File: config.mk
export PLATFORM = sky130hd
export DESIGN_NAME = bpc_cfg_regs
export DESIGN_NICKNAME = d
export VERILOG_FILES = /design/src/rtl/bpc_pkg.sv /design/src/rtl/bpc_cfg_regs.sv
export SDC_FILE = /design/constraint.sdc
export NUM_CORES = 1
export LEC_CHECK = 0
export BUFFER_PORTS_ARGS = -buffer_cell sky130_fd_sc_hd__buf_4
export CAP_MARGIN = 20
export CORE_MARGIN = 4
export CORE_UTILIZATION = 40
export DETAILED_ROUTE_END_ITERATION = 8
export GPL_ROUTABILITY_DRIVEN = 1
export PLACE_DENSITY = 0.63
export RECOVER_POWER = 100
export SETUP_SLACK_MARGIN = 0.5
export SYNTH_ARGS = -nofsm -noshare
export SYNTH_HDL_FRONTEND = slang
export SYNTH_SLANG_ARGS = --single-unit
export TNS_END_PERCENT = 50
File: constraint.sdc
create_clock -name clk -period 1.3 [get_ports clk]
set_input_delay 0.13 -clock clk [delete_from_list [all_inputs] [get_ports clk]]
set_output_delay 0.13 -clock clk [all_outputs]
set_load 0.005 [all_outputs]
File: src/rtl/bpc_pkg.sv
`timescale 1ns / 1ps

package bpc_pkg;

  // Field and register widths
  localparam int RAW_W      = 24;
  localparam int COEF_W     = 16;
  localparam int NUM_COEF   = 6;
  localparam int CFG_IDX_W  = 3;
  localparam int TEMP_OUT_W = 15;
  localparam int PRES_OUT_W = 17;

  // Internal datapath widths
  localparam int REF_SHIFT = 8;                      // C5 is used as C5 * 256
  localparam int DT_W      = RAW_W + 1;              // signed dT
  localparam int PROD_W    = DT_W + COEF_W + 1;      // dT times a coefficient
  localparam int SQ_W      = 2 * DT_W;               // dT squared
  localparam int T_W       = 21;                     // temperature and its offsets
  localparam int TSQ_W     = 2 * T_W;                // squared temperature offsets
  localparam int OFF_W     = 40;
  localparam int SENS_W    = 40;
  localparam int SPLIT_W   = 20;                     // low slice of SENS in the split product
  localparam int LO_W      = RAW_W + SPLIT_W;
  localparam int HI_W      = RAW_W + 1 + SENS_W - SPLIT_W;
  localparam int FULL_W    = RAW_W + 1 + SENS_W;

  // Shift amounts of the compensation scheme
  localparam int T_SHIFT         = 23;
  localparam int OFF_SHIFT       = 7;
  localparam int SENS_SHIFT      = 8;
  localparam int T2_SHIFT        = 31;
  localparam int MUL_SHIFT       = 21;
  localparam int P_SHIFT         = 15;
  localparam int OFF_BASE_SHIFT  = 16;
  localparam int SENS_BASE_SHIFT = 15;

  // Temperature thresholds and output limits
  localparam int TEMP_REF  = 2000;
  localparam int TEMP_COLD = -1500;
  localparam int TEMP_LOW  = -4000;
  localparam int TEMP_HIGH = 8500;
  localparam int PRES_HIGH = 131071;

  // Coefficient reset values
  localparam logic [COEF_W-1:0] RST_C1 = 16'd40127;
  localparam logic [COEF_W-1:0] RST_C2 = 16'd36924;
  localparam logic [COEF_W-1:0] RST_C3 = 16'd23317;
  localparam logic [COEF_W-1:0] RST_C4 = 16'd23282;
  localparam logic [COEF_W-1:0] RST_C5 = 16'd33464;
  localparam logic [COEF_W-1:0] RST_C6 = 16'd28312;

  typedef enum logic [CFG_IDX_W-1:0] {
    CFG_SENS_BASE   = 3'd0,
    CFG_OFFSET_BASE = 3'd1,
    CFG_SENS_TEMP   = 3'd2,
    CFG_OFFSET_TEMP = 3'd3,
    CFG_REF_TEMP    = 3'd4,
    CFG_TEMP_SLOPE  = 3'd5
  } cfg_idx_t;

  typedef struct packed {
    logic [COEF_W-1:0] c1;
    logic [COEF_W-1:0] c2;
    logic [COEF_W-1:0] c3;
    logic [COEF_W-1:0] c4;
    logic [COEF_W-1:0] c5;
    logic [COEF_W-1:0] c6;
  } cal_t;

  // First-order results with the terms needed for the second-order step
  typedef struct packed {
    logic [RAW_W-1:0]         d1;
    logic                     rv;
    logic signed [T_W-1:0]    temp;
    logic signed [T_W-1:0]    a;     // temp - 2000
    logic signed [T_W-1:0]    b;     // temp + 1500
    logic signed [OFF_W-1:0]  off;
    logic signed [SENS_W-1:0] sens;
    logic [T_W-1:0]           t2;
  } fo_t;

  // Fully corrected terms
  typedef struct packed {
    logic [RAW_W-1:0]         d1;
    logic                     rv;
    logic signed [T_W-1:0]    temp;
    logic signed [OFF_W-1:0]  off;
    logic signed [SENS_W-1:0] sens;
  } so_t;

  function automatic logic coef_ok(input logic [COEF_W-1:0] c);
    return (c != '0) && (c != '1);
  endfunction

endpackage

File: src/rtl/bpc_cfg_regs.sv
`timescale 1ns / 1ps

module bpc_cfg_regs (
  input  logic                             clk,
  input  logic                             rst,
  input  logic                             cfg_we,
  input  logic [bpc_pkg::CFG_IDX_W-1:0]    cfg_index,
  input  logic [bpc_pkg::COEF_W-1:0]       cfg_data,
  output bpc_pkg::cal_t                    cal,
  output logic                             cal_ok
);

  // Coefficient registers; writes to unused indexes are dropped
  always_ff @(posedge clk) begin
    if (rst) begin
      cal.c1 <= bpc_pkg::RST_C1;
      cal.c2 <= bpc_pkg::RST_C2;
      cal.c3 <= bpc_pkg::RST_C3;
      cal.c4 <= bpc_pkg::RST_C4;
      cal.c5 <= bpc_pkg::RST_C5;
      cal.c6 <= bpc_pkg::RST_C6;
    end else if (cfg_we) begin
      case (bpc_pkg::cfg_idx_t'(cfg_index))
        bpc_pkg::CFG_SENS_BASE:   cal.c1 <= cfg_data;
        bpc_pkg::CFG_OFFSET_BASE: cal.c2 <= cfg_data;
        bpc_pkg::CFG_SENS_TEMP:   cal.c3 <= cfg_data;
        bpc_pkg::CFG_OFFSET_TEMP: cal.c4 <= cfg_data;
        bpc_pkg::CFG_REF_TEMP:    cal.c5 <= cfg_data;
        bpc_pkg::CFG_TEMP_SLOPE:  cal.c6 <= cfg_data;
        default: ;
      endcase
    end
  end

  // Stuck-at-zero or all-ones words mark a bad calibration
  assign cal_ok = bpc_pkg::coef_ok(cal.c1) && bpc_pkg::coef_ok(cal.c2) &&
                  bpc_pkg::coef_ok(cal.c3) && bpc_pkg::coef_ok(cal.c4) &&
                  bpc_pkg::coef_ok(cal.c5) && bpc_pkg::coef_ok(cal.c6);

endmodule

-- Word-level counts from Yosys, hierarchy flattened
Cells that the tools add are included.
- register bits after elaboration: 96
- input port bits: 22
- output and inout port bits: 97
- logic and storage cells: 41
- equality and inequality tests: 11
- reductions and logical operators: 24
- operators with widths (kind ; count):
    16-bit inequality test, second input constant ; 6
    16-bit nonzero test ; 6
    2-bit AND reduction ; 6
    1-bit logical AND ; 11
    3-bit by 2-bit == test with 1-bit output, second input constant ; 2
    3-bit == test, second input constant ; 2
    3-bit by 1-bit == test with 1-bit output, second input constant ; 1
    3-bit zero test ; 1

-- Logic depth before layout (Yosys ltp)
- depth after elaboration: 7
- gate-level depth with buffers: 6
- mapped depth without buffers: 4

-- Least setup slack after synthesis
No wires, ideal clock.
- kind: register to output
- from: reg cal[57] (netlist bit)
- to: out cal_ok
- arrival time: 1.104 ns
- setup slack: 0.066 ns
- stages on the path, launching flop included: 5
- cell sequence: dfxtp_1 nand4_1 or4_1 nand4_1 nor3_1
- longest elaborated chain between the ends: 6
- ends and longest elaborated chain (what ; RTL line ; text):
    start: declaration ; bpc_cfg_regs.sv:9 ; output bpc_pkg::cal_t cal,
    16-bit inequality test / 16-bit nonzero test (equally long branches) ; bpc_pkg.sv:92 ; return (c != '0) && (c != '1);
    1-bit logical AND (*) ; bpc_pkg.sv:92 ;
    1-bit logical AND (*) ; bpc_cfg_regs.sv:36 ; assign cal_ok = bpc_pkg::coef_ok(cal.c1) && bpc_pkg::coef_ok(cal.c2) &&
    1-bit logical AND (*) (2 in a row) ; bpc_cfg_regs.sv:37 ; bpc_pkg::coef_ok(cal.c3) && bpc_pkg::coef_ok(cal.c4) &&
    1-bit logical AND (*) ; bpc_cfg_regs.sv:38 ; bpc_pkg::coef_ok(cal.c5) && bpc_pkg::coef_ok(cal.c6);
    end: declaration ; bpc_cfg_regs.sv:10 ; output logic cal_ok
Mark *: on every way between the ends. The rest lies on a longest branch, timed or not.

-- Worst setup path after layout
- from: reg cal[2] (netlist bit)
- to: out cal_ok
- longest elaborated chain between the ends: 3
- ends and longest elaborated chain (what ; RTL line):
    16-bit inequality test / 16-bit nonzero test (equally long branches) ; bpc_pkg.sv:92
    1-bit logical AND (*) ; bpc_pkg.sv:92
    1-bit logical AND (*) ; bpc_cfg_regs.sv:38
Marks and branches as above.

==> results.toml <==
[detailed_routing]
wl_mm = 15.7
vias = 4542
routed.top_layer = "met4"
wl_per_cell_um = 18.4
vias_per_cell = 5.32
wl_met3_mm = 1.22
drc = 0
drt-pass1-iter-count = 5
drtAntennaViolNets = 0
met1Wirelength_mm = 6.59
drtIter0Drc = 271
dr_wl_met2_mm = 7.58

[finish]
fin_nets = 741
regMostFlops = "cal"
top_regs = "cal: 96 flops"
final_cell_mix = "buf_6 (207), nand2_1 (176), dfxtp_2 (91), nand3b_1 (49), nand4_1 (33)"
largest_reg_flops = 96
num_antenna_cells = 0
final_util_pct = 76.1
fillers = 655
syn_to_final_growth_pct = 82.3
fin_area_um2 = 7160
stdcell_count = 853
drive_gt1_share_pct = 56.5
mostFrequentLayoutCell = "buf_6"

[floorplan]
fp.dieW_um = 107
fp.coreArea_um2 = 9420
die_h_um = 107
start_util_pct = 41.7
rows = 35
dieArea_um2 = 11500
io_pins = 119

[critical_path]
critPathMaxFanout = 4
crit_path_frequent_cell = "nand4_1"
worstSetupEndpointType = "output pin"
startpoint_type = "flip-flop"
cp.required_ns = 1.17
worst-setup-path-type = "flip-flop to output pin"
arrival_ns = 1.73
crit_chain = "nand4_1 > or4_4 > nand4_1 > nor3_2 > buf_4"
crit_path_top_delay_cell = "or4_4"
slowest_delay_ns = 0.57

[timing]
fmax_ghz = 0.539
rsz0062_at_grt = "true"
post-route-period-util_pct = 143
max_slew_margin_pct = 69.6
period_needed_ns = 1.86
finalClockSkew_ns = 0
tns_ns = -0.556
setup_viol = 1
finalHoldViolCount = 0
worst_slack_ns = -0.556
drv_slew = 0
worst_slew_pin_slew_ns = 0.455

[power_and_ir_drop]
clkPwrFrac_pct = 32.4
power_frac_comb_pct = 15.9
p_sw_share_pct = 26.2
powerDensity_nw_per_um2 = 839
pwr-share-seq_pct = 51.6
ir_drop_mv = 0.681
p_leak_uw = 0.00299
switching_power_uw = 1580
internal_power_uw = 4430

[placement]
place_area_um2 = 5840
port_buffers = 118
place_ws_ns = -0.215
gp_congestion = 0.891
post-dp-hpwl_mm = 10.1
placed_cells = 824

[global_route]
grt_pass1_vias = 4351
overflow = 0
grt_max_degree = 34
antenna_found_initial = 0
track_usage_pct = 26.3
grt_pass1_wl_mm = 23.5

[flow_run]
cap_violations = 0

[logic_synthesis]
ys_top_cells_by_area = "dfxtp_1 (49%), nand2_1 (19%), nand3b_1 (9.4%)"
synthCells = 491
synth_nets = 513
ys_types = 23
synth_area_um2 = 3930
yosysTopAreaCell = "dfxtp_1"
synth_top_area_share_pct = 48.9
yosysWarnings = 0
syn_avg_cell_area_um2 = 8.00
ys_ff_latch = 96
synth-seq-area-share_pct = 48.9

[cts]
cts_tree = "yes"
clock_path_buffers = 2
path_clk_slew_ns = 0.10
numCtsBuffers = 9
h-tree-depth = 3
insertion_delay_ns = 0.36
root_buffer = "clkbuf_8"
cts_hold_buf = 0
cts_sinks = 96

[run_status]
status = "complete, but fails checks"
violations = "negative setup slack"

[min_path]
hold_class = "input pin to flip-flop"
## Yosys cell counts
cell	number
and2b_4	1
clkbuf_1	11
a21oi_1	48
dfxtp_1	96
nand4_1	33
buf_2	8
nor3_1	1
buf_6	1
nor2_4	2
nor2b_1	1
or4_1	6
nor3b_4	1
nor3_2	1
nor3_4	1
nand2_1	195
nand2b_4	1
buf_4	5
nand2b_1	1
nor2_1	1
nand3_1	3
and3_1	1
nor4_1	24
nand3b_1	49
## cells by family (layout without fill, tap and decap cells)
kind of cell	count (synthesis)	in the layout	share of synthesized area, %
buf+inv	25	258	3.31
flops	96	96	48.9
simple gates	322	322	41.6
compound gates	48	48	6.12
## metal layers
layer,vias to the layer above,track usage [%]
li1,2167,-
met1,2158,36.6
met2,194,41.6
met3,23,5.48
met4,0,6.48
met5,-,0
## worst max-delay path, delay by kind of cell (launching register included)
family,cells,cell delay [ns]
AND/OR/NAND/NOR,4,0.85
flip-flops,1,0.38
buffers and inverters,1,0.13
## stage by stage
stage / hold slack, ns / total power (uW)
5_1_grt: 0.0590 / 6230
6_report: 0.0727 / 6010
4_1_cts: 0.0544 / 5950
3_3_place_gp: 0.434 / 3900
3_5_place_dp: 0.437 / 3910
2_1_floorplan: 0.251 / 3460
## worst paths after layout
| kind | start | endpoint | slack [ns] | cells after the start |
|---|---|---|---|---|
| worst max register to register | cal[31] | cal[31] | 0.49 | 4 |
| worst max-delay path | cal[2] | cal_ok | -0.56 | 5 |
| worst min register to register | cal[15] | cal[15] | 0.48 | 2 |
| worst min-delay path | cfg_data[1] | cal[1] | 0.07 | 3 |
## timing repair
action,CTS,global route
endpoints found under the setup margin,117,143
setup buffers,7,6
pin swaps,9,32
resized for setup,233,85
## area by class of cell
cell class / count / area, um^2 / share of cell area [%]
timing repair buffer: 242 / 2640 / 36.9
multi-input combinational: 370 / 2120 / 29.6
sequential: 96 / 2050 / 28.6
tap: 129 / 161 / 2.25
clock buffer: 11 / 131 / 1.83
clock inverter: 5 / 56.3 / 0.786
## power by group through the flow
stage,clock [uW],combinational [uW],sequential (uW)
after floorplan,0,278,3180
after global placement,0,752,3150
after detailed placement,0,760,3150
after CTS,1970,877,3100
after global routing,2110,1010,3110
final,1950,956,3100
(Power assumes the default switching activity.)
