File: src/rtl/bpc_pkg.sv
`timescale 1ns / 1ps

package bpc_pkg;

  // Field and register widths
  localparam int RAW_W      = 24;
  localparam int COEF_W     = 16;
  localparam int NUM_COEF   = 6;
  localparam int CFG_IDX_W  = 3;
  localparam int TEMP_OUT_W = 15;
  localparam int PRES_OUT_W = 17;

  // Internal datapath widths
  localparam int REF_SHIFT = 8;                      // C5 is used as C5 * 256
  localparam int DT_W      = RAW_W + 1;              // signed dT
  localparam int PROD_W    = DT_W + COEF_W + 1;      // dT times a coefficient
  localparam int SQ_W      = 2 * DT_W;               // dT squared
  localparam int T_W       = 21;                     // temperature and its offsets
  localparam int TSQ_W     = 2 * T_W;                // squared temperature offsets
  localparam int OFF_W     = 40;
  localparam int SENS_W    = 40;
  localparam int SPLIT_W   = 20;                     // low slice of SENS in the split product
  localparam int LO_W      = RAW_W + SPLIT_W;
  localparam int HI_W      = RAW_W + 1 + SENS_W - SPLIT_W;
  localparam int FULL_W    = RAW_W + 1 + SENS_W;

  // Shift amounts of the compensation scheme
  localparam int T_SHIFT         = 23;
  localparam int OFF_SHIFT       = 7;
  localparam int SENS_SHIFT      = 8;
  localparam int T2_SHIFT        = 31;
  localparam int MUL_SHIFT       = 21;
  localparam int P_SHIFT         = 15;
  localparam int OFF_BASE_SHIFT  = 16;
  localparam int SENS_BASE_SHIFT = 15;

  // Temperature thresholds and output limits
  localparam int TEMP_REF  = 2000;
  localparam int TEMP_COLD = -1500;
  localparam int TEMP_LOW  = -4000;
  localparam int TEMP_HIGH = 8500;
  localparam int PRES_HIGH = 131071;

  // Coefficient reset values
  localparam logic [COEF_W-1:0] RST_C1 = 16'd40127;
  localparam logic [COEF_W-1:0] RST_C2 = 16'd36924;
  localparam logic [COEF_W-1:0] RST_C3 = 16'd23317;
  localparam logic [COEF_W-1:0] RST_C4 = 16'd23282;
  localparam logic [COEF_W-1:0] RST_C5 = 16'd33464;
  localparam logic [COEF_W-1:0] RST_C6 = 16'd28312;

  typedef enum logic [CFG_IDX_W-1:0] {
    CFG_SENS_BASE   = 3'd0,
    CFG_OFFSET_BASE = 3'd1,
    CFG_SENS_TEMP   = 3'd2,
    CFG_OFFSET_TEMP = 3'd3,
    CFG_REF_TEMP    = 3'd4,
    CFG_TEMP_SLOPE  = 3'd5
  } cfg_idx_t;

  typedef struct packed {
    logic [COEF_W-1:0] c1;
    logic [COEF_W-1:0] c2;
    logic [COEF_W-1:0] c3;
    logic [COEF_W-1:0] c4;
    logic [COEF_W-1:0] c5;
    logic [COEF_W-1:0] c6;
  } cal_t;

  // First-order results with the terms needed for the second-order step
  typedef struct packed {
    logic [RAW_W-1:0]         d1;
    logic                     rv;
    logic signed [T_W-1:0]    temp;
    logic signed [T_W-1:0]    a;     // temp - 2000
    logic signed [T_W-1:0]    b;     // temp + 1500
    logic signed [OFF_W-1:0]  off;
    logic signed [SENS_W-1:0] sens;
    logic [T_W-1:0]           t2;
  } fo_t;

  // Fully corrected terms
  typedef struct packed {
    logic [RAW_W-1:0]         d1;
    logic                     rv;
    logic signed [T_W-1:0]    temp;
    logic signed [OFF_W-1:0]  off;
    logic signed [SENS_W-1:0] sens;
  } so_t;

  function automatic logic coef_ok(input logic [COEF_W-1:0] c);
    return (c != '0) && (c != '1);
  endfunction

endpackage

File: src/rtl/bpc_second_order.sv
`timescale 1ns / 1ps

module bpc_second_order (
  input  logic           clk,
  input  logic           rst,
  input  logic           up_valid,
  output logic           up_ready,
  input  bpc_pkg::fo_t   up_data,
  output logic           dn_valid,
  input  logic           dn_ready,
  output bpc_pkg::so_t   dn_data
);

  logic v4;
  logic en4, en5;

  bpc_pkg::fo_t                       s4_fo;
  logic signed [bpc_pkg::TSQ_W-1:0]   s4_asq;
  logic signed [bpc_pkg::TSQ_W-1:0]   s4_bsq;
  logic                               s4_cold;    // below 20 C
  logic                               s4_frigid;  // below -15 C

  logic signed [bpc_pkg::TSQ_W-1:0]   five_asq;
  logic signed [bpc_pkg::TSQ_W-1:0]   seven_bsq;
  logic signed [bpc_pkg::TSQ_W-1:0]   eleven_bsq;
  logic signed [bpc_pkg::TSQ_W-1:0]   off2;
  logic signed [bpc_pkg::TSQ_W-1:0]   sens2;
  logic signed [bpc_pkg::T_W-1:0]     temp_f;
  logic signed [bpc_pkg::OFF_W-1:0]   off_f;
  logic signed [bpc_pkg::SENS_W-1:0]  sens_f;

  assign en5      = !dn_valid || dn_ready;
  assign en4      = !v4 || en5;
  assign up_ready = en4;

  always_ff @(posedge clk) begin
    if (rst) begin
      v4       <= 1'b0;
      dn_valid <= 1'b0;
    end else begin
      if (en4) v4 <= up_valid;
      if (en5) dn_valid <= v4;
    end
  end

  // Stage 4: squares of the temperature offsets
  always_ff @(posedge clk) begin
    if (en4) begin
      s4_fo     <= up_data;
      s4_asq    <= up_data.a * up_data.a;
      s4_bsq    <= up_data.b * up_data.b;
      s4_cold   <= up_data.a[bpc_pkg::T_W-1];
      s4_frigid <= up_data.b[bpc_pkg::T_W-1];
    end
  end

  // Stage 5: second-order corrections by shift and add
  always_comb begin
    five_asq   = (s4_asq <<< 2) + s4_asq;
    seven_bsq  = (s4_bsq <<< 3) - s4_bsq;
    eleven_bsq = (s4_bsq <<< 3) + (s4_bsq <<< 1) + s4_bsq;
    off2       = five_asq >>> 1;
    sens2      = five_asq >>> 2;
    if (s4_frigid) begin
      off2  = off2 + seven_bsq;
      sens2 = sens2 + (eleven_bsq >>> 1);
    end
    temp_f = s4_fo.temp;
    off_f  = s4_fo.off;
    sens_f = s4_fo.sens;
    if (s4_cold) begin
      temp_f = s4_fo.temp - $signed(s4_fo.t2);
      off_f  = bpc_pkg::OFF_W'(s4_fo.off - off2);
      sens_f = bpc_pkg::SENS_W'(s4_fo.sens - sens2);
    end
  end

  always_ff @(posedge clk) begin
    if (en5) begin
      dn_data.d1   <= s4_fo.d1;
      dn_data.rv   <= s4_fo.rv;
      dn_data.temp <= temp_f;
      dn_data.off  <= off_f;
      dn_data.sens <= sens_f;
    end
  end

endmodule

File: config.mk
export PLATFORM = sky130hd
export DESIGN_NAME = bpc_second_order
export DESIGN_NICKNAME = d
export VERILOG_FILES = /design/src/rtl/bpc_pkg.sv /design/src/rtl/bpc_second_order.sv
export SDC_FILE = /design/constraint.sdc
export NUM_CORES = 2
export LEC_CHECK = 0
export BUFFER_PORTS_ARGS = -buffer_cell sky130_fd_sc_hd__buf_4
export CAP_MARGIN = 20
export CORE_ASPECT_RATIO = 1.4
export CORE_MARGIN = 2
export CORE_UTILIZATION = 50
export DETAILED_ROUTE_END_ITERATION = 12
export PLACE_DENSITY_LB_ADDON = 0.12
export SYNTH_ARGS = -nofsm -noshare
export SYNTH_HDL_FRONTEND = slang
export SYNTH_SLANG_ARGS = --single-unit
File: constraint.sdc
create_clock -name clk -period 12 [get_ports clk]
set_clock_uncertainty 0.05 [all_clocks]
set_input_delay 1.8 -clock clk [delete_from_list [all_inputs] [get_ports clk]]
set_output_delay 1.8 -clock clk [all_outputs]
set_load 0.005 [all_outputs]
* Word level (Yosys, flattened, before mapping)
Cells that the tools add are included.
Operators by class: add/subtract/negate cells 9, muxes and demuxes 5, multiply operators 2, reductions and logical operators 4
Operators with widths (count):
- $mux W40 | 4
- $sub A40 B40 Y40 | 3
- $add A41 B41 Y41 | 2
- $add A40 B40 Y40 | 2
- $add A42 B42 Y42 | 1
- $mul A21 B21 Y42 | 1
- $mul A21 B21 Y41 | 1
- $mux W21 | 1
- $sub A21 B21 Y21 | 1
- $logic_not A1 Y1 | 2
- $logic_or A1 B1 Y1 | 2
Storage, ports and cells: register bits 360, word-level logic and storage cells 37

* Logic depth before layout (Yosys ltp)
depth in word-level cells 6, depth in mapped cells 40, gate-level depth less buffers 40

* Worst setup path after synthesis
No wires, ideal clock.
path type input port to flip-flop, start point in up_data[121] in the netlist's numbering, end point reg s4_bsq[40] in the netlist's numbering (data pin), slack 2.708 ns, data required time 11.690 ns, stages 29, buffers on the path 2, data arrival time 8.983 ns, cell sequence clkbuf_1 -> inv_1 -> clkbuf_1 -> nor2_1 -> fa_1 -> fa_1 -> inv_1 -> fa_1 -> inv_1 -> fa_1 -> inv_1 -> fa_1 -> inv_1 -> fa_1 -> fa_1 -> ha_1 -> a21o_1 -> a21o_1 -> a21o_1 -> a21o_1 -> a21o_1 -> a21oi_1 -> nor2b_1 -> nor4_1 -> o21ai_1 -> a2111o_1 -> a21oi_1 -> o21bai_1 -> xnor2_1
Between the ends: cells in the longest elaborated chain, start to end 1
Ends and longest elaborated chain:
- start, declared | line bpc_second_order.sv:8 | input bpc_pkg::fo_t up_data,
- $mul A21 B21 Y41 | line bpc_second_order.sv:51 | s4_bsq <= up_data.b * up_data.b;
- end signal, assigned | line bpc_second_order.sv:51
- end, declared | line bpc_second_order.sv:19 | logic signed [bpc_pkg::TSQ_W-1:0] s4_bsq;
Every way passes these cells. A chain may end at the register's enable or synchronous reset.

* Worst setup path in the final report
start point reg s4_bsq[7] in the netlist's numbering, end point reg dn_data[39] in the netlist's numbering (data pin)
Between the ends: cells in the longest elaborated chain, start to end 6
Ends and longest elaborated chain:
- $add A41 B41 Y41 | line bpc_second_order.sv:61 | eleven_bsq = (s4_bsq <<< 3) + (s4_bsq <<< 1) + s4_bsq;
- $add A41 B41 Y41 (*) | line bpc_second_order.sv:61
- $add A40 B40 Y40 (*) | line bpc_second_order.sv:66 | sens2 = sens2 + (eleven_bsq >>> 1);
- $mux W40 (*) | line bpc_second_order.sv:64 | if (s4_frigid) begin
- $sub A40 B40 Y40 (*) | line bpc_second_order.sv:74 | sens_f = bpc_pkg::SENS_W'(s4_fo.sens - sens2);
- $mux W40 (*) | line bpc_second_order.sv:71 | if (s4_cold) begin
- named net sens_f, one bit | line bpc_second_order.sv:30 | logic signed [bpc_pkg::SENS_W-1:0] sens_f;
- end, declared | line bpc_second_order.sv:11 | output bpc_pkg::so_t dn_data
The timed path passes the listed nets; every way through them passes the cells marked *.

==> reports/summary.txt <==
Status: finished, final reports clean
Clock Path Buffers: 3
Post-CTS Setup Inserts: 0
Largest net degree at the start of global routing: 70
Setup TNS Final: 0 ps
Row count: 143
CTS HTree Levels: 2
CTS tree: done
Placed wire-length estimate: 117100 um
Placed cell areas: 58470 um2
WS Path Type: reg -> reg
Max-slew violations: 0
Layout cells sized above 1: 9.099%
Synth Area in Simple Gates: 9.380%
Core footprint: 108400 um2
DIE HEIGHT: 394.9 um
Avg Cell Area, Syn: 10.21 um2
CP Max Fanout: 6
Largest family of logic cells by synthesized area: adder cells
Total die area: 111800 um2
Routed Antenna Nets: 0
Clock Latency Late Sink: 580 ps
Worst EP arrival: 9510 ps
Final Instance Area: 59820 um2
Post-Synthesis Cells: 5345
Slowest stage delay, CP: 580 ps
Width of the die: 283.2 um
Synth Net Count: 6945
FF-to-FF setup slack: 2780 ps
Top-count cell post-synth: inv_1
Post-Synth XOR/XNOR Area: 5.482%
Hold EP: dn_data[109]
Final core utilization: 55.17%
Final Hold Viols: 0
CP max stage cell: edfxtp_1
Clk root buf: clkbuf_16
Area leader, netlist: fa_1
Initial antenna violation count: 0
Fillers: 9912
# hold bufs at CTS: 0
Crit path top cell by count: xnor2_1
Period utilization: 76.82%
Min-delay src: s4_fo[172]
DR iter-0 viols: 1790
First-pass GRT wire length: 226000 um
Area grow syn2layout: 9.618%
Clock transition at path regs: 60 ps
Most used DFF post-synth: edfxtp_1
CTS sink cnt: 358
Synthesized cell area: 54570 um2
Synth warn: 0
DR WL/cell: 19.99 um
Number of flops mapped to enable cells by yosys: 356
Fmax: 108.5 MHz
Top cell type's share of synthesized area: 33.35%
Nets: 7208
RePlAce Congestion: 0.9519
Drc violations: 0
Synth Area in Adders: 44.76%
Detailed Route WL: 141700 um
Top post-synthesis cells by area: fa_1 (33%), edfxtp_1 (20%), ha_1 (11%)
Drt pass-1 iters: 7
Via count: 38436
GRT overflow: 0
Max cap viols: 0
Multiplexer area fraction after synthesis: 1.788%
Cell variety after synth: 82
Synth cell count leaders: inv_1 (1062), fa_1 (909), ha_1 (498)
Vias in the first global route: 41906
Worst Max-Slew Pin Slew: 1004 ps
Async set or reset register ratio after synthesis: 0%
Seq/Total Area, Yosys: 19.66%
Worst reg-to-reg path cell count: 36
R2R Path End: dn_data[39]
Worst Setup End Kind: flop
Setup crit start kind: flop
Fin crit period: 9219 ps
R2R Path Start: s4_bsq[7]
Initial Utilization: 50.33%
Port Buffers: 320
Post-CTS sizing: 0
Critical path buffer and inverter count: 2
RSZ-0062 raised after global routing: false
Relative slew margins: 33.01%
Total Routing Usage GR: 25.89%
Vias per cell: 5.422
Worst hold path type: reg -> reg
CP required: 12290 ps
Critical path's top delay family: compound AO/OA/AOI/OAI gates
TritonCTS Buffers: 39
Io pins: 321
Final setup violation count: 0
Yosys reg bits: 358
Hold path cells: 0
Synth Area in Compound Gates: 10.84%
-- metal layers --
| layer | track usage (%) | part of all wire [%] |
|---|---|---|
| met1 | 30.53 | 39 |
| met2 | 48.66 | 53 |
| met3 | 2.007 | 3.3 |
| met4 | 10.13 | 4.2 |
| met5 | 0 | 0 |
-- metrics by stage --
| step | instances | hold slack (ps) | setup WS [ps] |
|---|---|---|---|
| floorplan | 5345 | 350.3 | 2708 |
| global placement | 7016 | 350.2 | 2329 |
| detailed placement | 7016 | 354.5 | 2247 |
| CTS | 7087 | 370.5 | 2864 |
| global route | 7088 | 377.3 | 2223 |
| finish | 7089 | 368.9 | 2781 |
-- cells by family (layout without fill, tap and decap cells) --
logic type / after synthesis / in the layout
xor+xnor: 340 / 340
simple gates: 1046 / 1046
other cells: 1 / 2
mux: 88 / 88
fa+ha+maj: 1407 / 1407
buf+inv: 1174 / 1467
compound gates: 931 / 931
flops: 358 / 358
-- registers in the layout, indices dropped and copies added, names as in the netlist --
name and flops:
s4_bsq 40, dn_data 126, s4_fo 147, s4_cold 1, v4 1, dn_valid 1
s4_asq 41, s4_frigid 1
-- final cells by class --
cell class	instances	area, um2	area share [%]
multi-input cells	3813	39440	65.93
flip-flops and latches	358	10730	17.94
inverters	1062	3989	6.668
repair buffers	334	2527	4.225
well taps	1450	1814	3.033
clock buffers	44	1026	1.715
clock inverters	27	290.3	0.4853
diodes	1	2.502	0.004183
-- worst max-delay path by stage --
stage / from / endpoint / slack [ps] / cells past startpoint
6_report: s4_bsq[7] / dn_data[39] / 2780 / 36
5_1_grt: s4_bsq[7] / dn_data[39] / 2220 / 36
4_1_cts: up_data[121] / s4_bsq[40] / 2860 / 28
3_5_place_dp: up_data[121] / s4_bsq[40] / 2250 / 28
3_3_place_gp: up_data[121] / s4_bsq[40] / 2330 / 28
2_1_floorplan: up_data[121] / s4_bsq[40] / 2710 / 29
-- cells in the final DEF, fill, tap and decap left out, drive strengths merged, types with 6 or more instances in the layout --
master | Yosys | final
o21bai | 64 | 64
nand3 | 44 | 44
nor2 | 217 | 217
ha | 498 | 498
inv | 1062 | 1066
a2111oi | 12 | 12
or3 | 13 | 13
clkinv | 0 | 14
fa | 909 | 909
a21boi | 19 | 19
nor3b | 6 | 6
mux2i | 12 | 12
o31ai | 14 | 14
o41ai | 6 | 6
nand2b | 50 | 50
a31oi | 25 | 25
a31o | 8 | 8
clkbuf | 103 | 44
mux2 | 76 | 76
nor2b | 62 | 62
o211ai | 14 | 14
and2 | 199 | 199
and3 | 20 | 20
a211oi | 23 | 23
xnor2 | 239 | 239
a41oi | 9 | 9
o21ai | 137 | 137
edfxtp | 356 | 356
nand2 | 327 | 327
nand4 | 27 | 27
a21oi | 352 | 352
a21o | 157 | 157
or2 | 17 | 17
nor3 | 44 | 44
xor2 | 100 | 100
o21a | 36 | 36
buf | 9 | 334
a211o | 12 | 12
and4 | 6 | 6
Power is left out: the tool's default activity adds up to more than one toggle a clock period on the data nets, which glitch-free logic cannot reach.
