[src/rtl/bpc_pkg.sv]
`timescale 1ns / 1ps

package bpc_pkg;

  // Field and register widths
  localparam int RAW_W      = 24;
  localparam int COEF_W     = 16;
  localparam int NUM_COEF   = 6;
  localparam int CFG_IDX_W  = 3;
  localparam int TEMP_OUT_W = 15;
  localparam int PRES_OUT_W = 17;

  // Internal datapath widths
  localparam int REF_SHIFT = 8;                      // C5 is used as C5 * 256
  localparam int DT_W      = RAW_W + 1;              // signed dT
  localparam int PROD_W    = DT_W + COEF_W + 1;      // dT times a coefficient
  localparam int SQ_W      = 2 * DT_W;               // dT squared
  localparam int T_W       = 21;                     // temperature and its offsets
  localparam int TSQ_W     = 2 * T_W;                // squared temperature offsets
  localparam int OFF_W     = 40;
  localparam int SENS_W    = 40;
  localparam int SPLIT_W   = 20;                     // low slice of SENS in the split product
  localparam int LO_W      = RAW_W + SPLIT_W;
  localparam int HI_W      = RAW_W + 1 + SENS_W - SPLIT_W;
  localparam int FULL_W    = RAW_W + 1 + SENS_W;

  // Shift amounts of the compensation scheme
  localparam int T_SHIFT         = 23;
  localparam int OFF_SHIFT       = 7;
  localparam int SENS_SHIFT      = 8;
  localparam int T2_SHIFT        = 31;
  localparam int MUL_SHIFT       = 21;
  localparam int P_SHIFT         = 15;
  localparam int OFF_BASE_SHIFT  = 16;
  localparam int SENS_BASE_SHIFT = 15;

  // Temperature thresholds and output limits
  localparam int TEMP_REF  = 2000;
  localparam int TEMP_COLD = -1500;
  localparam int TEMP_LOW  = -4000;
  localparam int TEMP_HIGH = 8500;
  localparam int PRES_HIGH = 131071;

  // Coefficient reset values
  localparam logic [COEF_W-1:0] RST_C1 = 16'd40127;
  localparam logic [COEF_W-1:0] RST_C2 = 16'd36924;
  localparam logic [COEF_W-1:0] RST_C3 = 16'd23317;
  localparam logic [COEF_W-1:0] RST_C4 = 16'd23282;
  localparam logic [COEF_W-1:0] RST_C5 = 16'd33464;
  localparam logic [COEF_W-1:0] RST_C6 = 16'd28312;

  typedef enum logic [CFG_IDX_W-1:0] {
    CFG_SENS_BASE   = 3'd0,
    CFG_OFFSET_BASE = 3'd1,
    CFG_SENS_TEMP   = 3'd2,
    CFG_OFFSET_TEMP = 3'd3,
    CFG_REF_TEMP    = 3'd4,
    CFG_TEMP_SLOPE  = 3'd5
  } cfg_idx_t;

  typedef struct packed {
    logic [COEF_W-1:0] c1;
    logic [COEF_W-1:0] c2;
    logic [COEF_W-1:0] c3;
    logic [COEF_W-1:0] c4;
    logic [COEF_W-1:0] c5;
    logic [COEF_W-1:0] c6;
  } cal_t;

  // First-order results with the terms needed for the second-order step
  typedef struct packed {
    logic [RAW_W-1:0]         d1;
    logic                     rv;
    logic signed [T_W-1:0]    temp;
    logic signed [T_W-1:0]    a;     // temp - 2000
    logic signed [T_W-1:0]    b;     // temp + 1500
    logic signed [OFF_W-1:0]  off;
    logic signed [SENS_W-1:0] sens;
    logic [T_W-1:0]           t2;
  } fo_t;

  // Fully corrected terms
  typedef struct packed {
    logic [RAW_W-1:0]         d1;
    logic                     rv;
    logic signed [T_W-1:0]    temp;
    logic signed [OFF_W-1:0]  off;
    logic signed [SENS_W-1:0] sens;
  } so_t;

  function automatic logic coef_ok(input logic [COEF_W-1:0] c);
    return (c != '0) && (c != '1);
  endfunction

endpackage

[src/rtl/bpc_first_order.sv]
`timescale 1ns / 1ps

module bpc_first_order (
  input  logic                          clk,
  input  logic                          rst,
  input  bpc_pkg::cal_t                 cal,
  input  logic                          up_valid,
  output logic                          up_ready,
  input  logic [bpc_pkg::RAW_W-1:0]     raw_pressure,
  input  logic [bpc_pkg::RAW_W-1:0]     raw_temperature,
  output logic                          dn_valid,
  input  logic                          dn_ready,
  output bpc_pkg::fo_t                  dn_data
);

  logic v1, v2;
  logic en1, en2, en3;

  logic [bpc_pkg::RAW_W-1:0]          s1_d1;
  logic                               s1_rv;
  logic signed [bpc_pkg::DT_W-1:0]    s1_dt;
  logic signed [bpc_pkg::DT_W-1:0]    dt_next;

  logic [bpc_pkg::RAW_W-1:0]          s2_d1;
  logic                               s2_rv;
  logic signed [bpc_pkg::PROD_W-1:0]  s2_pt;
  logic signed [bpc_pkg::PROD_W-1:0]  s2_poff;
  logic signed [bpc_pkg::PROD_W-1:0]  s2_psens;
  logic signed [bpc_pkg::SQ_W-1:0]    s2_psq;

  logic signed [bpc_pkg::T_W-1:0]     a_c;
  logic signed [bpc_pkg::OFF_W-1:0]   off_base;
  logic signed [bpc_pkg::SENS_W-1:0]  sens_base;

  // Stage enables: a stage loads when empty or when it drains downstream
  assign en3      = !dn_valid || dn_ready;
  assign en2      = !v2 || en3;
  assign en1      = !v1 || en2;
  assign up_ready = en1;

  always_ff @(posedge clk) begin
    if (rst) begin
      v1       <= 1'b0;
      v2       <= 1'b0;
      dn_valid <= 1'b0;
    end else begin
      if (en1) v1 <= up_valid;
      if (en2) v2 <= v1;
      if (en3) dn_valid <= v2;
    end
  end

  // Stage 1: dT = D2 - C5 * 256
  assign dt_next = $signed({1'b0, raw_temperature}) -
                   $signed({1'b0, cal.c5, {bpc_pkg::REF_SHIFT{1'b0}}});

  always_ff @(posedge clk) begin
    if (en1) begin
      s1_d1 <= raw_pressure;
      s1_rv <= (raw_pressure != '0) && (raw_temperature != '0);
      s1_dt <= dt_next;
    end
  end

  // Stage 2: the four products of dT
  always_ff @(posedge clk) begin
    if (en2) begin
      s2_d1    <= s1_d1;
      s2_rv    <= s1_rv;
      s2_pt    <= s1_dt * $signed({1'b0, cal.c6});
      s2_poff  <= s1_dt * $signed({1'b0, cal.c4});
      s2_psens <= s1_dt * $signed({1'b0, cal.c3});
      s2_psq   <= s1_dt * s1_dt;
    end
  end

  // Stage 3: first-order temperature, offset and sensitivity
  assign a_c       = bpc_pkg::T_W'(s2_pt >>> bpc_pkg::T_SHIFT);
  assign off_base  = $signed({{(bpc_pkg::OFF_W - bpc_pkg::COEF_W - bpc_pkg::OFF_BASE_SHIFT){1'b0}},
                              cal.c2, {bpc_pkg::OFF_BASE_SHIFT{1'b0}}});
  assign sens_base = $signed({{(bpc_pkg::SENS_W - bpc_pkg::COEF_W - bpc_pkg::SENS_BASE_SHIFT){1'b0}},
                              cal.c1, {bpc_pkg::SENS_BASE_SHIFT{1'b0}}});

  always_ff @(posedge clk) begin
    if (en3) begin
      dn_data.d1   <= s2_d1;
      dn_data.rv   <= s2_rv;
      dn_data.a    <= a_c;
      dn_data.temp <= a_c + bpc_pkg::T_W'(bpc_pkg::TEMP_REF);
      dn_data.b    <= a_c + bpc_pkg::T_W'(bpc_pkg::TEMP_REF - bpc_pkg::TEMP_COLD);
      dn_data.off  <= off_base + bpc_pkg::OFF_W'(s2_poff >>> bpc_pkg::OFF_SHIFT);
      dn_data.sens <= sens_base + bpc_pkg::SENS_W'(s2_psens >>> bpc_pkg::SENS_SHIFT);
      dn_data.t2   <= bpc_pkg::T_W'(s2_psq >>> bpc_pkg::T2_SHIFT);
    end
  end

endmodule

[config.mk]
export PLATFORM = sky130hd
export DESIGN_NAME = bpc_first_order
export DESIGN_NICKNAME = d
export VERILOG_FILES = /design/src/rtl/bpc_pkg.sv /design/src/rtl/bpc_first_order.sv
export SDC_FILE = /design/constraint.sdc
export NUM_CORES = 2
export LEC_CHECK = 0
export BUFFER_PORTS_ARGS = -buffer_cell sky130_fd_sc_hd__buf_2
export CORE_MARGIN = 5
export CORE_UTILIZATION = 45
export CTS_CLUSTER_SIZE = 24
export DETAILED_ROUTE_END_ITERATION = 10
export PLACE_DENSITY = 0.65
export SYNTH_ARGS = -nofsm -noshare
export SYNTH_HDL_FRONTEND = slang
export SYNTH_SLANG_ARGS = --single-unit
[constraint.sdc]
create_clock -name clk -period 16.4 [get_ports clk]
set_clock_uncertainty 0.05 [all_clocks]
set_input_delay 4.92 -clock clk [delete_from_list [all_inputs] [get_ports clk]]
set_output_delay 4.92 -clock clk [all_outputs]
set_load 0.005 [all_outputs]
---- After elaboration in Yosys (flattened, before gate mapping) ----
Cells that the tools add are included.
storage, ports and cells
  register bits ........................... 439
  input port bits ......................... 148
  output and inout bits ................... 191
  word-level logic and storage cells ...... 38
operators by class
  add/subtract/negate cells ............... 5
  multipliers ............................. 4
  reduce and logical (&&, ||, !) cells .... 9
operators by type and width
  operator                count
  $mul 25x17->42          3
  $mul 25x25->50          1
  $reduce_bool 24->1      2
  $add 33x35->36          1
  $add 32x34->35          1
  $sub 24x24->25          1
  $add 19x12->20 const B  1
  $add 19x13->20 const B  1
  $logic_not 1->1         3
  $logic_or 1x1->1        3
  $logic_and 1x1->1       1

---- Longest topological paths before layout ----
  depth in word-level cells ............... 4
  mapped depth ............................ 29
  mapped depth without buffers ............ 27

---- Least setup slack after synthesis ----
No wires, ideal clock.
  path type ............................... input to output
  start ................................... in dn_ready
  end ..................................... out up_ready
  arrival time ............................ 6.256 ns
  data required time ...................... 11.430 ns
  slack ................................... 5.174 ns
  stages .................................. 3
  path buffers ............................ 0
  path through ............................ nor2b_1 -> and2_1 -> nand2_1
on the way
  cells in the longest elaborated chain, start to end .. 3
RTL lines
  item              RTL line               source
  start, declared   bpc_first_order.sv:12  input logic dn_ready,
  $logic_or 1x1->1  bpc_first_order.sv:36  assign en3 = !dn_valid || dn_ready;
  $logic_or 1x1->1  bpc_first_order.sv:37  assign en2 = !v2 || en3;
  $logic_or 1x1->1  bpc_first_order.sv:38  assign en1 = !v1 || en2;
  end, declared     bpc_first_order.sv:8   output logic up_ready,
No other way between the ends.

---- Worst setup path after layout ----
  start ................................... in cal[50] (netlist name)
  end ..................................... reg s2_psens[41] (netlist name) (data pin)
on the way
  cells in the longest elaborated chain, start to end .. 1
RTL lines
  item                  RTL line               source
  start, declared       bpc_first_order.sv:6   input bpc_pkg::cal_t cal,
  $mul 25x17->42        bpc_first_order.sv:72  s2_psens <= s1_dt * $signed({1'b0, cal.c3});
  end signal, assigned  bpc_first_order.sv:72
  end, declared         bpc_first_order.sv:28  logic signed [bpc_pkg::PROD_W-1:0] s2_psens;
No other way between the ends.
A chain may end at the register's enable or synchronous reset.

==> flow_metrics.py <==
metrics = {
    "yosys": {
        "synth_warnings": 0,
        "ys_seq_area_frac": 0.141,
        "synth_ff_type": "edfxtp_1",
        "netlist_area_um2": 75100,
        "synth_cells": 7561,
        "ys_async_sr_fraction": 0,
        "synth-seq-cells": 353,
        "synth_area_per_cell_um2": 9.94,
        "synth_edf_count": 350,
        "syn_nets": 9988,
        "netlist-cell-type-count": 71,
    },
    "clock_network": {
        "cts.sinks": 353,
        "cts_made_buffers": 44,
        "cts_hold_buf": 0,
        "clkTransAtPathRegs_ns": 0.06,
        "cts_tree": "yes",
        "root_buffer": "clkbuf_16",
        "cts_resized": 0,
        "cts_setup_buffers": 0,
        "htreeDepth": 2,
        "clk_latency_ns": 0.63,
        "cts_buffer_depth": 3,
    },
    "finish": {
        "nets": 10091,
        "syn_to_final_growth_pct": 6.78,
        "nFillCells": 15531,
        "final_common_cell": "inv_1",
        "layout_common_cells": "inv_1 (2087), fa_1 (1775), nand2_1 (977), and2_1 (587), ha_1 (504)",
        "drive_gt1_frac": 0.0629,
    },
    "floorplanning": {
        "io_pins": 339,
        "start_util": 0.451,
        "die_h_um": 419,
        "die_area_um2": 175000,
        "die_x_um": 419,
        "rows": 150,
        "design.core.area_um2": 167000,
    },
    "global_routing": {
        "grt_antenna_before_repair": 16,
        "grt_pass1_wl_um": 300000,
        "grt_max_degree": 78,
        "grt.total_usage": 0.218,
        "grt_pass1_vias": 57012,
        "overflow": 0,
    },
    "critical_path": {
        "path_class": "in2reg",
        "crit_fanout": 25,
        "r2r_cells": 24,
        "r2r-start": "s1_dt[7]",
        "worstSetupEndpointType": "flip-flop",
        "r2r_slack_ns": 7.14,
        "cp.arrival_ns": 11.89,
        "reg2reg_to": "s2_psq[48]",
        "critical_path.startpoint_type": "input pin",
        "required_ns": 16.73,
    },
    "detailed_routing": {
        "initialDrtViolationCount": 2423,
        "routedWlPerCell_um": 18.4,
        "post-route-drc-count": 0,
        "antenna_left": 0,
        "vias_per_cell": 5.05,
        "drt_wl_total_um": 183000,
        "via_count": 50022,
        "dr.pass1.iters": 8,
    },
    "sta": {
        "timing.hold.ws_ns": 0.356,
        "finalSetupViolations": 0,
        "finalMaxSlewViolations": 0,
        "fin_setup_tns_ns": 0,
        "hold_viol_final": 0,
        "fmax_ghz": 0.0865,
        "rsz0062_at_grt": "no",
        "tightest_slew_ns": 1.12,
        "period_needed_ns": 11.56,
        "fin_crit_sh": 0.705,
        "maxSlewHeadroom": 0.247,
    },
    "worst_hold_path": {
        "hold_end": "dn_data[66]",
        "hold_class": "reg2reg",
        "min_path_cells": 0,
        "hp-start": "s2_poff[12]",
    },
    "status": {
        "status": "completed",
    },
    "placed_design": {
        "hpwlAfterDp_um": 139000,
        "port_buffers": 338,
        "gp_congestion": 0.850,
    },
    "run": {
        "maxCapViolCount": 0,
    },
}
layer usage:
metal	vias up	wire, µm	global-route usage
li1	22155	-	-
met1	26112	70500	0.263
met2	1370	95200	0.397
met3	381	9690	0.0280
met4	4	7430	0.0813
met5	-	27	0
kinds of logic (layout without fill, tap and decap cells):
family,after synthesis,count (layout),share of synthesized area
buf+inv,2421,2556,0.122
fa+ha+maj,2279,2279,0.557
simple gates,1910,1910,0.122
compound gates,393,393,0.0344
flops,353,353,0.141
xor+xnor,203,203,0.0237
mux,2,2,0.000283
other cells,0,11,0
synthesized netlist by cell type, drive strengths merged, types with 20 or more instances:
cell type	instances	share of area
edfxtp	350	0.14
inv	2089	0.10
fa	1775	0.47
a21oi	117	0.0079
xnor2	144	0.017
nor2	135	0.0067
and2	588	0.049
nand4	20	0.0017
nor2b	46	0.0038
o21ai	70	0.0047
ha	504	0.084
nand2	978	0.049
buf	21	0.0021
clkbuf	311	0.016
nand3	23	0.0015
xor2	59	0.0069
nor3	28	0.0019
and3	26	0.0022
a21o	76	0.0077
worst max-delay path, stage by stage:
cell and delay [ns]:
buf_2 0.45, nand2_1 0.17, fa_1 0.57, inv_1 0.06, fa_1 0.53, inv_1 0.05
fa_1 0.50, inv_1 0.06, fa_1 0.54, inv_1 0.05, fa_1 0.48, inv_1 0.05
fa_1 0.44, ha_1 0.36, nand2_1 0.08, o211ai_1 0.23, a31oi_1 0.15, a211oi_1 0.93
nor3_1 0.24, o31a_1 0.40, o21a_1 0.24, o21ai_1 0.18, nor2_1 0.07, xnor2_1 0.12
worst max path at each step:
stage          depth (start not counted)            to  startpoint
3_3_place_gp                          24  s2_psens[41]     cal[50]
3_5_place_dp                          24  s2_psens[41]     cal[50]
2_1_floorplan                          3      up_ready    dn_ready
5_1_grt                               24  s2_psens[41]     cal[50]
6_report                              24  s2_psens[41]     cal[50]
4_1_cts                               24  s2_psens[41]     cal[50]
state kept, by name, indices dropped and copies added, names as in the netlist:
| register | count |
|---|---|
| s2_psens | 34 |
| s1_dt | 25 |
| s2_d1 | 24 |
| s2_pt | 19 |
| s2_rv | 1 |
| v2 | 1 |
| dn_valid | 1 |
| s1_rv | 1 |
| v1 | 1 |
| s2_poff | 35 |
| s2_psq | 19 |
| dn_data | 168 |
| s1_d1 | 24 |
layout make-up:
class	count	area [µm²]	area share
Multi-Input combinational cell	4787	55400	0.691
Clock inverter	29	337	0.00420
Tap cell	2204	2760	0.0344
Timing Repair Buffer	389	2160	0.0270
Clock buffer	49	1120	0.0140
Antenna cell	11	27.5	0.000343
Inverter	2089	7850	0.0979
Sequential cell	353	10600	0.132
metrics by stage:
stage | std cells | cell area, µm² | setup slack [ns] | utilization
final | 9911 | 80200 | 4.84 | 0.481
after global routing | 9906 | 80200 | 4.54 | 0.481
after CTS | 9900 | 80200 | 4.86 | 0.481
after detailed placement | 9822 | 78700 | 4.20 | 0.472
after global placement | 9822 | 78700 | 4.18 | 0.472
after floorplan | 7561 | 75100 | 5.17 | -
Power is not shown: default switching activity piles up to over one toggle a cycle in this logic, so the estimate is an artifact.
