[src/rtl/bpc_pkg.sv]
`timescale 1ns / 1ps

package bpc_pkg;

  // Field and register widths
  localparam int RAW_W      = 24;
  localparam int COEF_W     = 16;
  localparam int NUM_COEF   = 6;
  localparam int CFG_IDX_W  = 3;
  localparam int TEMP_OUT_W = 15;
  localparam int PRES_OUT_W = 17;

  // Internal datapath widths
  localparam int REF_SHIFT = 8;                      // C5 is used as C5 * 256
  localparam int DT_W      = RAW_W + 1;              // signed dT
  localparam int PROD_W    = DT_W + COEF_W + 1;      // dT times a coefficient
  localparam int SQ_W      = 2 * DT_W;               // dT squared
  localparam int T_W       = 21;                     // temperature and its offsets
  localparam int TSQ_W     = 2 * T_W;                // squared temperature offsets
  localparam int OFF_W     = 40;
  localparam int SENS_W    = 40;
  localparam int SPLIT_W   = 20;                     // low slice of SENS in the split product
  localparam int LO_W      = RAW_W + SPLIT_W;
  localparam int HI_W      = RAW_W + 1 + SENS_W - SPLIT_W;
  localparam int FULL_W    = RAW_W + 1 + SENS_W;

  // Shift amounts of the compensation scheme
  localparam int T_SHIFT         = 23;
  localparam int OFF_SHIFT       = 7;
  localparam int SENS_SHIFT      = 8;
  localparam int T2_SHIFT        = 31;
  localparam int MUL_SHIFT       = 21;
  localparam int P_SHIFT         = 15;
  localparam int OFF_BASE_SHIFT  = 16;
  localparam int SENS_BASE_SHIFT = 15;

  // Temperature thresholds and output limits
  localparam int TEMP_REF  = 2000;
  localparam int TEMP_COLD = -1500;
  localparam int TEMP_LOW  = -4000;
  localparam int TEMP_HIGH = 8500;
  localparam int PRES_HIGH = 131071;

  // Coefficient reset values
  localparam logic [COEF_W-1:0] RST_C1 = 16'd40127;
  localparam logic [COEF_W-1:0] RST_C2 = 16'd36924;
  localparam logic [COEF_W-1:0] RST_C3 = 16'd23317;
  localparam logic [COEF_W-1:0] RST_C4 = 16'd23282;
  localparam logic [COEF_W-1:0] RST_C5 = 16'd33464;
  localparam logic [COEF_W-1:0] RST_C6 = 16'd28312;

  typedef enum logic [CFG_IDX_W-1:0] {
    CFG_SENS_BASE   = 3'd0,
    CFG_OFFSET_BASE = 3'd1,
    CFG_SENS_TEMP   = 3'd2,
    CFG_OFFSET_TEMP = 3'd3,
    CFG_REF_TEMP    = 3'd4,
    CFG_TEMP_SLOPE  = 3'd5
  } cfg_idx_t;

  typedef struct packed {
    logic [COEF_W-1:0] c1;
    logic [COEF_W-1:0] c2;
    logic [COEF_W-1:0] c3;
    logic [COEF_W-1:0] c4;
    logic [COEF_W-1:0] c5;
    logic [COEF_W-1:0] c6;
  } cal_t;

  // First-order results with the terms needed for the second-order step
  typedef struct packed {
    logic [RAW_W-1:0]         d1;
    logic                     rv;
    logic signed [T_W-1:0]    temp;
    logic signed [T_W-1:0]    a;     // temp - 2000
    logic signed [T_W-1:0]    b;     // temp + 1500
    logic signed [OFF_W-1:0]  off;
    logic signed [SENS_W-1:0] sens;
    logic [T_W-1:0]           t2;
  } fo_t;

  // Fully corrected terms
  typedef struct packed {
    logic [RAW_W-1:0]         d1;
    logic                     rv;
    logic signed [T_W-1:0]    temp;
    logic signed [OFF_W-1:0]  off;
    logic signed [SENS_W-1:0] sens;
  } so_t;

  function automatic logic coef_ok(input logic [COEF_W-1:0] c);
    return (c != '0) && (c != '1);
  endfunction

endpackage

[src/rtl/bpc_pressure.sv]
`timescale 1ns / 1ps

module bpc_pressure (
  input  logic                                    clk,
  input  logic                                    rst,
  input  logic                                    cal_ok,
  input  logic                                    up_valid,
  output logic                                    up_ready,
  input  bpc_pkg::so_t                            up_data,
  output logic                                    dn_valid,
  input  logic                                    dn_ready,
  output logic signed [bpc_pkg::TEMP_OUT_W-1:0]   temperature_centi,
  output logic [bpc_pkg::PRES_OUT_W-1:0]          pressure_centi_mbar,
  output logic                                    reading_valid,
  output logic                                    calibration_valid
);

  logic v6, v7;
  logic en6, en7, en8;

  logic [bpc_pkg::LO_W-1:0]           s6_lo;
  logic signed [bpc_pkg::HI_W-1:0]    s6_hi;
  logic signed [bpc_pkg::T_W-1:0]     s6_temp;
  logic signed [bpc_pkg::OFF_W-1:0]   s6_off;
  logic                               s6_rv;

  logic signed [bpc_pkg::FULL_W-1:0]  s7_full;
  logic signed [bpc_pkg::T_W-1:0]     s7_temp;
  logic signed [bpc_pkg::OFF_W-1:0]   s7_off;
  logic                               s7_rv;

  logic signed [bpc_pkg::FULL_W-1:0]  q_c;
  logic signed [bpc_pkg::FULL_W-1:0]  x_c;
  logic signed [bpc_pkg::FULL_W-1:0]  p_c;
  logic [bpc_pkg::PRES_OUT_W-1:0]     pres_sat;
  logic signed [bpc_pkg::TEMP_OUT_W-1:0] temp_sat;

  assign en8      = !dn_valid || dn_ready;
  assign en7      = !v7 || en8;
  assign en6      = !v6 || en7;
  assign up_ready = en6;

  always_ff @(posedge clk) begin
    if (rst) begin
      v6       <= 1'b0;
      v7       <= 1'b0;
      dn_valid <= 1'b0;
    end else begin
      if (en6) v6 <= up_valid;
      if (en7) v7 <= v6;
      if (en8) dn_valid <= v7;
    end
  end

  // Stage 6: D1 * SENS as two partial products
  always_ff @(posedge clk) begin
    if (en6) begin
      s6_lo   <= up_data.d1 * up_data.sens[bpc_pkg::SPLIT_W-1:0];
      s6_hi   <= $signed({1'b0, up_data.d1}) *
                 $signed(up_data.sens[bpc_pkg::SENS_W-1:bpc_pkg::SPLIT_W]);
      s6_temp <= up_data.temp;
      s6_off  <= up_data.off;
      s6_rv   <= up_data.rv;
    end
  end

  // Stage 7: recombine the partial products
  always_ff @(posedge clk) begin
    if (en7) begin
      s7_full <= ($signed(bpc_pkg::FULL_W'(s6_hi)) <<< bpc_pkg::SPLIT_W) +
                 $signed(bpc_pkg::FULL_W'(s6_lo));
      s7_temp <= s6_temp;
      s7_off  <= s6_off;
      s7_rv   <= s6_rv;
    end
  end

  // Stage 8: pressure, then clamp both outputs
  always_comb begin
    q_c = s7_full >>> bpc_pkg::MUL_SHIFT;
    x_c = q_c - bpc_pkg::FULL_W'(s7_off);
    p_c = x_c >>> bpc_pkg::P_SHIFT;
    if (p_c < 0) begin
      pres_sat = '0;
    end else if (p_c > bpc_pkg::FULL_W'(bpc_pkg::PRES_HIGH)) begin
      pres_sat = bpc_pkg::PRES_OUT_W'(bpc_pkg::PRES_HIGH);
    end else begin
      pres_sat = p_c[bpc_pkg::PRES_OUT_W-1:0];
    end
    if (s7_temp < bpc_pkg::T_W'(bpc_pkg::TEMP_LOW)) begin
      temp_sat = bpc_pkg::TEMP_OUT_W'(bpc_pkg::TEMP_LOW);
    end else if (s7_temp > bpc_pkg::T_W'(bpc_pkg::TEMP_HIGH)) begin
      temp_sat = bpc_pkg::TEMP_OUT_W'(bpc_pkg::TEMP_HIGH);
    end else begin
      temp_sat = s7_temp[bpc_pkg::TEMP_OUT_W-1:0];
    end
  end

  always_ff @(posedge clk) begin
    if (en8) begin
      temperature_centi   <= temp_sat;
      pressure_centi_mbar <= pres_sat;
      reading_valid       <= s7_rv;
      calibration_valid   <= cal_ok;
    end
  end

endmodule

[config.mk]
export PLATFORM = sky130hd
export DESIGN_NAME = bpc_pressure
export DESIGN_NICKNAME = d
export VERILOG_FILES = /design/src/rtl/bpc_pkg.sv /design/src/rtl/bpc_pressure.sv
export SDC_FILE = /design/constraint.sdc
export NUM_CORES = 2
export LEC_CHECK = 0
export ABC_AREA = 1
export BUFFER_PORTS_ARGS = -buffer_cell sky130_fd_sc_hd__buf_4
export CAP_MARGIN = 30
export CORE_ASPECT_RATIO = 0.8
export CORE_MARGIN = 2
export CORE_UTILIZATION = 47
export CTS_CLUSTER_DIAMETER = 80
export DETAILED_ROUTE_END_ITERATION = 8
export SYNTH_ARGS = -nofsm -noshare
export SYNTH_HDL_FRONTEND = slang
export SYNTH_SLANG_ARGS = --single-unit
[constraint.sdc]
create_clock -name clk -period 9.8 [get_ports clk]
set_input_delay 1.47 -clock clk [delete_from_list [all_inputs] [get_ports clk]]
set_output_delay 1.47 -clock clk [all_outputs]
set_load 0.1 [all_outputs]
# After elaboration in Yosys (flattened, before gate mapping)
# Index checks and enable logic that the tools add are counted.
# W data, S select, Z words.
dict set report totals {
  reg_bits 315
  inputBits 131
  output_inout_bits 36
  wordCells 34
}
dict set report classes {
  n_addsub 2
  multipliers 2
  order_cmp 4
  mux 2
  reduce_logical 7
}
# op n
set ops {}
lappend ops {{$add A65 B45 Y65} 1}
lappend ops {{$mul A25 B20 Y45} 1}
lappend ops {{$sub A44 B40 Y45} 1}
lappend ops {{$mul A24 B20 Y44} 1}
lappend ops {{$gt A30 B18 Y1 const B} 1}
lappend ops {{$lt A30 B1 Y1 const B} 1}
lappend ops {{$gt A21 B15 Y1 const B} 1}
lappend ops {{$lt A21 B13 Y1 const B} 1}
lappend ops {{$mux W17} 1}
lappend ops {{$mux W15} 1}
lappend ops {{$logic_not A1 Y1} 3}
lappend ops {{$logic_or A1 B1 Y1} 3}
lappend ops {{$reduce_or A2 Y1} 1}

# Depth between registers and ports, before layout
dict set report depth {
  word_depth 4
  mapped_depth 30
  ltp_nobuf 28
}

# Worst setup path after synthesis
# No wires, ideal clock.
dict set report synth_path {
  path_kind {input to output}
  startpoint {input port dn_ready}
  endpoint {output port up_ready}
  arrival_time_ps 5805
  required_ps 8330
  slack_ps 2525
  cell_stages 4
  n_path_buf 0
  cell_sequence {inv_1 > nand2_1 > nor2_1 > nand2_1}
}
dict set report synth_via {
  elab_chain_cells 3
}
# item line
set synth_rtl {}
lappend synth_rtl {{start, declared} bpc_pressure.sv:11} ;# input logic dn_ready,
lappend synth_rtl {{$logic_or A1 B1 Y1} bpc_pressure.sv:38} ;# assign en8 = !dn_valid || dn_ready;
lappend synth_rtl {{named net en8} bpc_pressure.sv:19} ;# logic en6, en7, en8;
lappend synth_rtl {{$logic_or A1 B1 Y1} bpc_pressure.sv:39} ;# assign en7 = !v7 || en8;
lappend synth_rtl {{$logic_or A1 B1 Y1} bpc_pressure.sv:40} ;# assign en6 = !v6 || en7;
lappend synth_rtl {{end, declared} bpc_pressure.sv:8} ;# output logic up_ready,
# The timed path passes the listed nets, and every way through them passes these cells.

# Worst setup path in the final report
dict set report layout_path {
  startpoint {input port up_data[115] in the netlist's numbering}
  endpoint {register s6_hi[35] in the netlist's numbering, data pin}
}
dict set report layout_via {
  elab_chain_cells 1
}
# item line
set layout_rtl {}
lappend layout_rtl {{start, declared} bpc_pressure.sv:9} ;# input bpc_pkg::so_t up_data,
lappend layout_rtl {{$mul A25 B20 Y45} bpc_pressure.sv:59} ;# s6_hi <= $signed({1'b0, up_data.d1}) *
lappend layout_rtl {{end signal, assigned} bpc_pressure.sv:59}
lappend layout_rtl {{end, declared} bpc_pressure.sv:22} ;# logic signed [bpc_pkg::HI_W-1:0] s6_hi;
# Every way passes these cells.
# A chain may end at the register's enable or synchronous reset.

==> results.toml <==
[synthesis]
synthArstFlopShare_pct = 0
ys.flop_type = "edfxtp_1"
syn_nets = 7093
synth_area_sq_mm = 0.0469
avgSynthCellArea_sq_um = 8.11
synth_edf_count = 271
syn_inst = 5778
ys_warn_count = 0
ys_seq_area_share_pct = 17.5
synth_seq_cells = 274
synth_cell_types = 50

[hold_path]
hold_class = "reg2reg"
hold_depth = 0
hold_end = "s7_off[35]"
hold_start = "s6_off[35]"

[finish]
drive_gt1_share_pct = 4.67
final_common_cell = "inv_1"
syn2layout_area_growth_pct = 6.88
fill_cells = 9665
layout_common_cells = "inv_1, nand2_1, fa_1, ha_1, edfxtp_1"
nNetsFinal = 7120

[global_route]
grt_pass1_wl_um = 209000
grt_antenna_before_repair = 1
grt-ovfl-total = 0
grt_use_met3_pct = 4.39
grt_pass1_vias = 36700
track_usage_pct = 26.2
grt-busiest-layer = "met1"
grt_max_degree = 66
grt_util_met1_pct = 42.1
grtUsageMet2_pct = 37.5

[detailed_routing]
drc = 0
drt_iter0_drc = 3046
dr_total_vias = 35900
postRouteAntennaNets = 0
routed_via_density = 5.02
wl_per_cell_um = 18.1
finalWirelength_um = 129000
drtPass1Iterations = 6

[setup_path]
r2r_end = "s7_full[51]"
critical_path_class = "in2reg"
crit_required_ns = 10.18
end_kind = "flop"
r2r_cells = 10
reg2reg_from = "s6_lo[22]"
path_max_fanout = 27
ff2ff_setup_slack_ns = 6.47
startpoint_type = "input port"
worstPathArrival_ns = 8.27

[cts]
postCtsSetupBuffers = 0
cts_htree_levels = 1
cts_tree = "yes"
clk_latency_ns = 0.57
cts.sinks = 274
cts_buffers = 29
clockRootBuffer = "clkbuf_16"
cts.clk_slew.worst_paths_ns = 0.06
postCtsHoldBufs = 0
cts_resized = 0
cts_buffer_depth = 3

[sta]
worstMarginPinSlew_ns = 0.961
setup_viol = 0
timing.slew.headroom_pct = 35.4
rsz0062_at_grt = "false"
finalHoldViolCount = 0
tns_ns = 0
post-route-period-util_pct = 80.6
timing.fmax_mhz = 127
finClkSkew_ns = 0.0272
slew_viol_final = 0
min_period_ns = 7.89

[placement]
io_buffers = 166
post-dp-hpwl_um = 103000
gp_congestion = 0.939

[floorplanning]
fp.dieW_um = 357
rows = 103
die_h_um = 286
initial_core_util_pct = 47.5
core_area_sq_mm = 0.0987
ios = 167
die-area_sq_mm = 0.102

[run_status]
status = "finished, final reports clean"

[job]
maxCapViolations = 0
## per-layer routing
| layer | part of all wire, % | vias to the layer above |
|---|---|---|
| li1 | - | 16900 |
| met1 | 50 | 17600 |
| met2 | 40 | 1278 |
| met3 | 8.2 | 94 |
| met4 | 1.3 | 0 |
| met5 | 0 | - |
## cell type report
type	count	area, sq um	share of cell area [%]
clock buffer	37	766	1.53
tap	1312	1640	3.28
sequential	274	8200	16.4
multi-input combinational	3633	31600	63.2
clock inverter	15	171	0.342
antenna	1	2.50	0.00500
inverter	1690	6350	12.7
timing repair buffer	177	1330	2.65
## logic make-up after synthesis
family / Yosys count / synth area share (%)
xor gates and xnor gates: 129 / 2.41
AOI/OAI and AO/OA: 356 / 4.28
and+or+nand+nor: 1964 / 16.6
DFF: 274 / 17.5
adders and majority gates: 1184 / 44.2
buffers and inverters: 1871 / 15.0
## per-stage QoR
stage / utilization, % / hold WS [ns] / cells / area (sq um) / setup slack (ns)
after floorplan: - / 0.400 / 5778 / 46900 / 2.52
after global placement: 49.8 / 0.401 / 7085 / 49100 / 1.32
after detailed placement: 49.8 / 0.405 / 7086 / 49200 / 1.37
after CTS: 50.7 / 0.418 / 7138 / 50100 / 1.95
after global routing: 50.7 / 0.424 / 7139 / 50100 / 1.61
final: 50.7 / 0.416 / 7139 / 50100 / 1.91
## state kept, by name, indices dropped and copies added, names as in the netlist, 15 cells and up
signal / flops
s6_temp: 21
s6_off: 40
temperature_centi: 15
s7_off: 40
s7_temp: 21
s6_hi: 45
s6_lo: 24
s7_full: 44
pressure_centi_mbar: 17
## cells in the mapped netlist (4+ instances only)
cell | number | share of area [%]
nand2_2 | 4 | 0.053
buf_1 | 6 | 0.048
o21ai_1 | 6 | 0.064
a31oi_1 | 26 | 0.35
o21a_1 | 11 | 0.18
a221oi_1 | 6 | 0.11
and3_1 | 5 | 0.067
nor4_1 | 12 | 0.16
nor2_4 | 5 | 0.12
xnor2_1 | 43 | 0.80
a21oi_1 | 168 | 1.8
clkbuf_1 | 172 | 1.4
edfxtp_1 | 271 | 17
a21boi_0 | 4 | 0.064
nand3_1 | 79 | 0.84
nand2_1 | 1543 | 12
nor2_1 | 224 | 1.8
o21ai_0 | 88 | 0.94
o21bai_1 | 14 | 0.22
nand3b_1 | 9 | 0.14
fa_1 | 785 | 34
nand4_1 | 25 | 0.33
inv_2 | 9 | 0.072
a21o_1 | 15 | 0.24
o211ai_1 | 4 | 0.064
ha_1 | 399 | 11
nor2_2 | 10 | 0.13
or2_2 | 15 | 0.20
xor2_1 | 86 | 1.6
nor3_1 | 24 | 0.26
inv_1 | 1680 | 13
## worst max path at each step
| stage | from | to | slack, ns | depth (start not counted) |
|---|---|---|---|---|
| after CTS | up_data[115] | s6_hi[35] | 1.95 | 21 |
| after global routing | up_data[121] | s6_hi[35] | 1.61 | 22 |
| after global placement | up_data[115] | s6_hi[35] | 1.32 | 21 |
| after floorplan | dn_ready | up_ready | 2.52 | 4 |
| final | up_data[115] | s6_hi[35] | 1.91 | 21 |
| after detailed placement | up_data[115] | s6_hi[35] | 1.37 | 21 |
## worst max-delay path, cell delays in order
cell and delay [ns]:
buf_4 0.42, buf_4 0.34, nand2_1 0.11, fa_1 0.55, inv_1 0.06, fa_1 0.48
fa_1 0.60, fa_1 0.46, fa_1 0.47, fa_1 0.49, inv_1 0.05, fa_1 0.47
inv_1 0.04, ha_1 0.40, nand2_1 0.19, nor2_1 0.12, inv_1 0.13, nor4_1 0.74
a21oi_1 0.26, o21bai_1 0.21, xor2_1 0.21
Power is not shown: default switching activity piles up to over one toggle a cycle in this logic, so the estimate is an artifact.
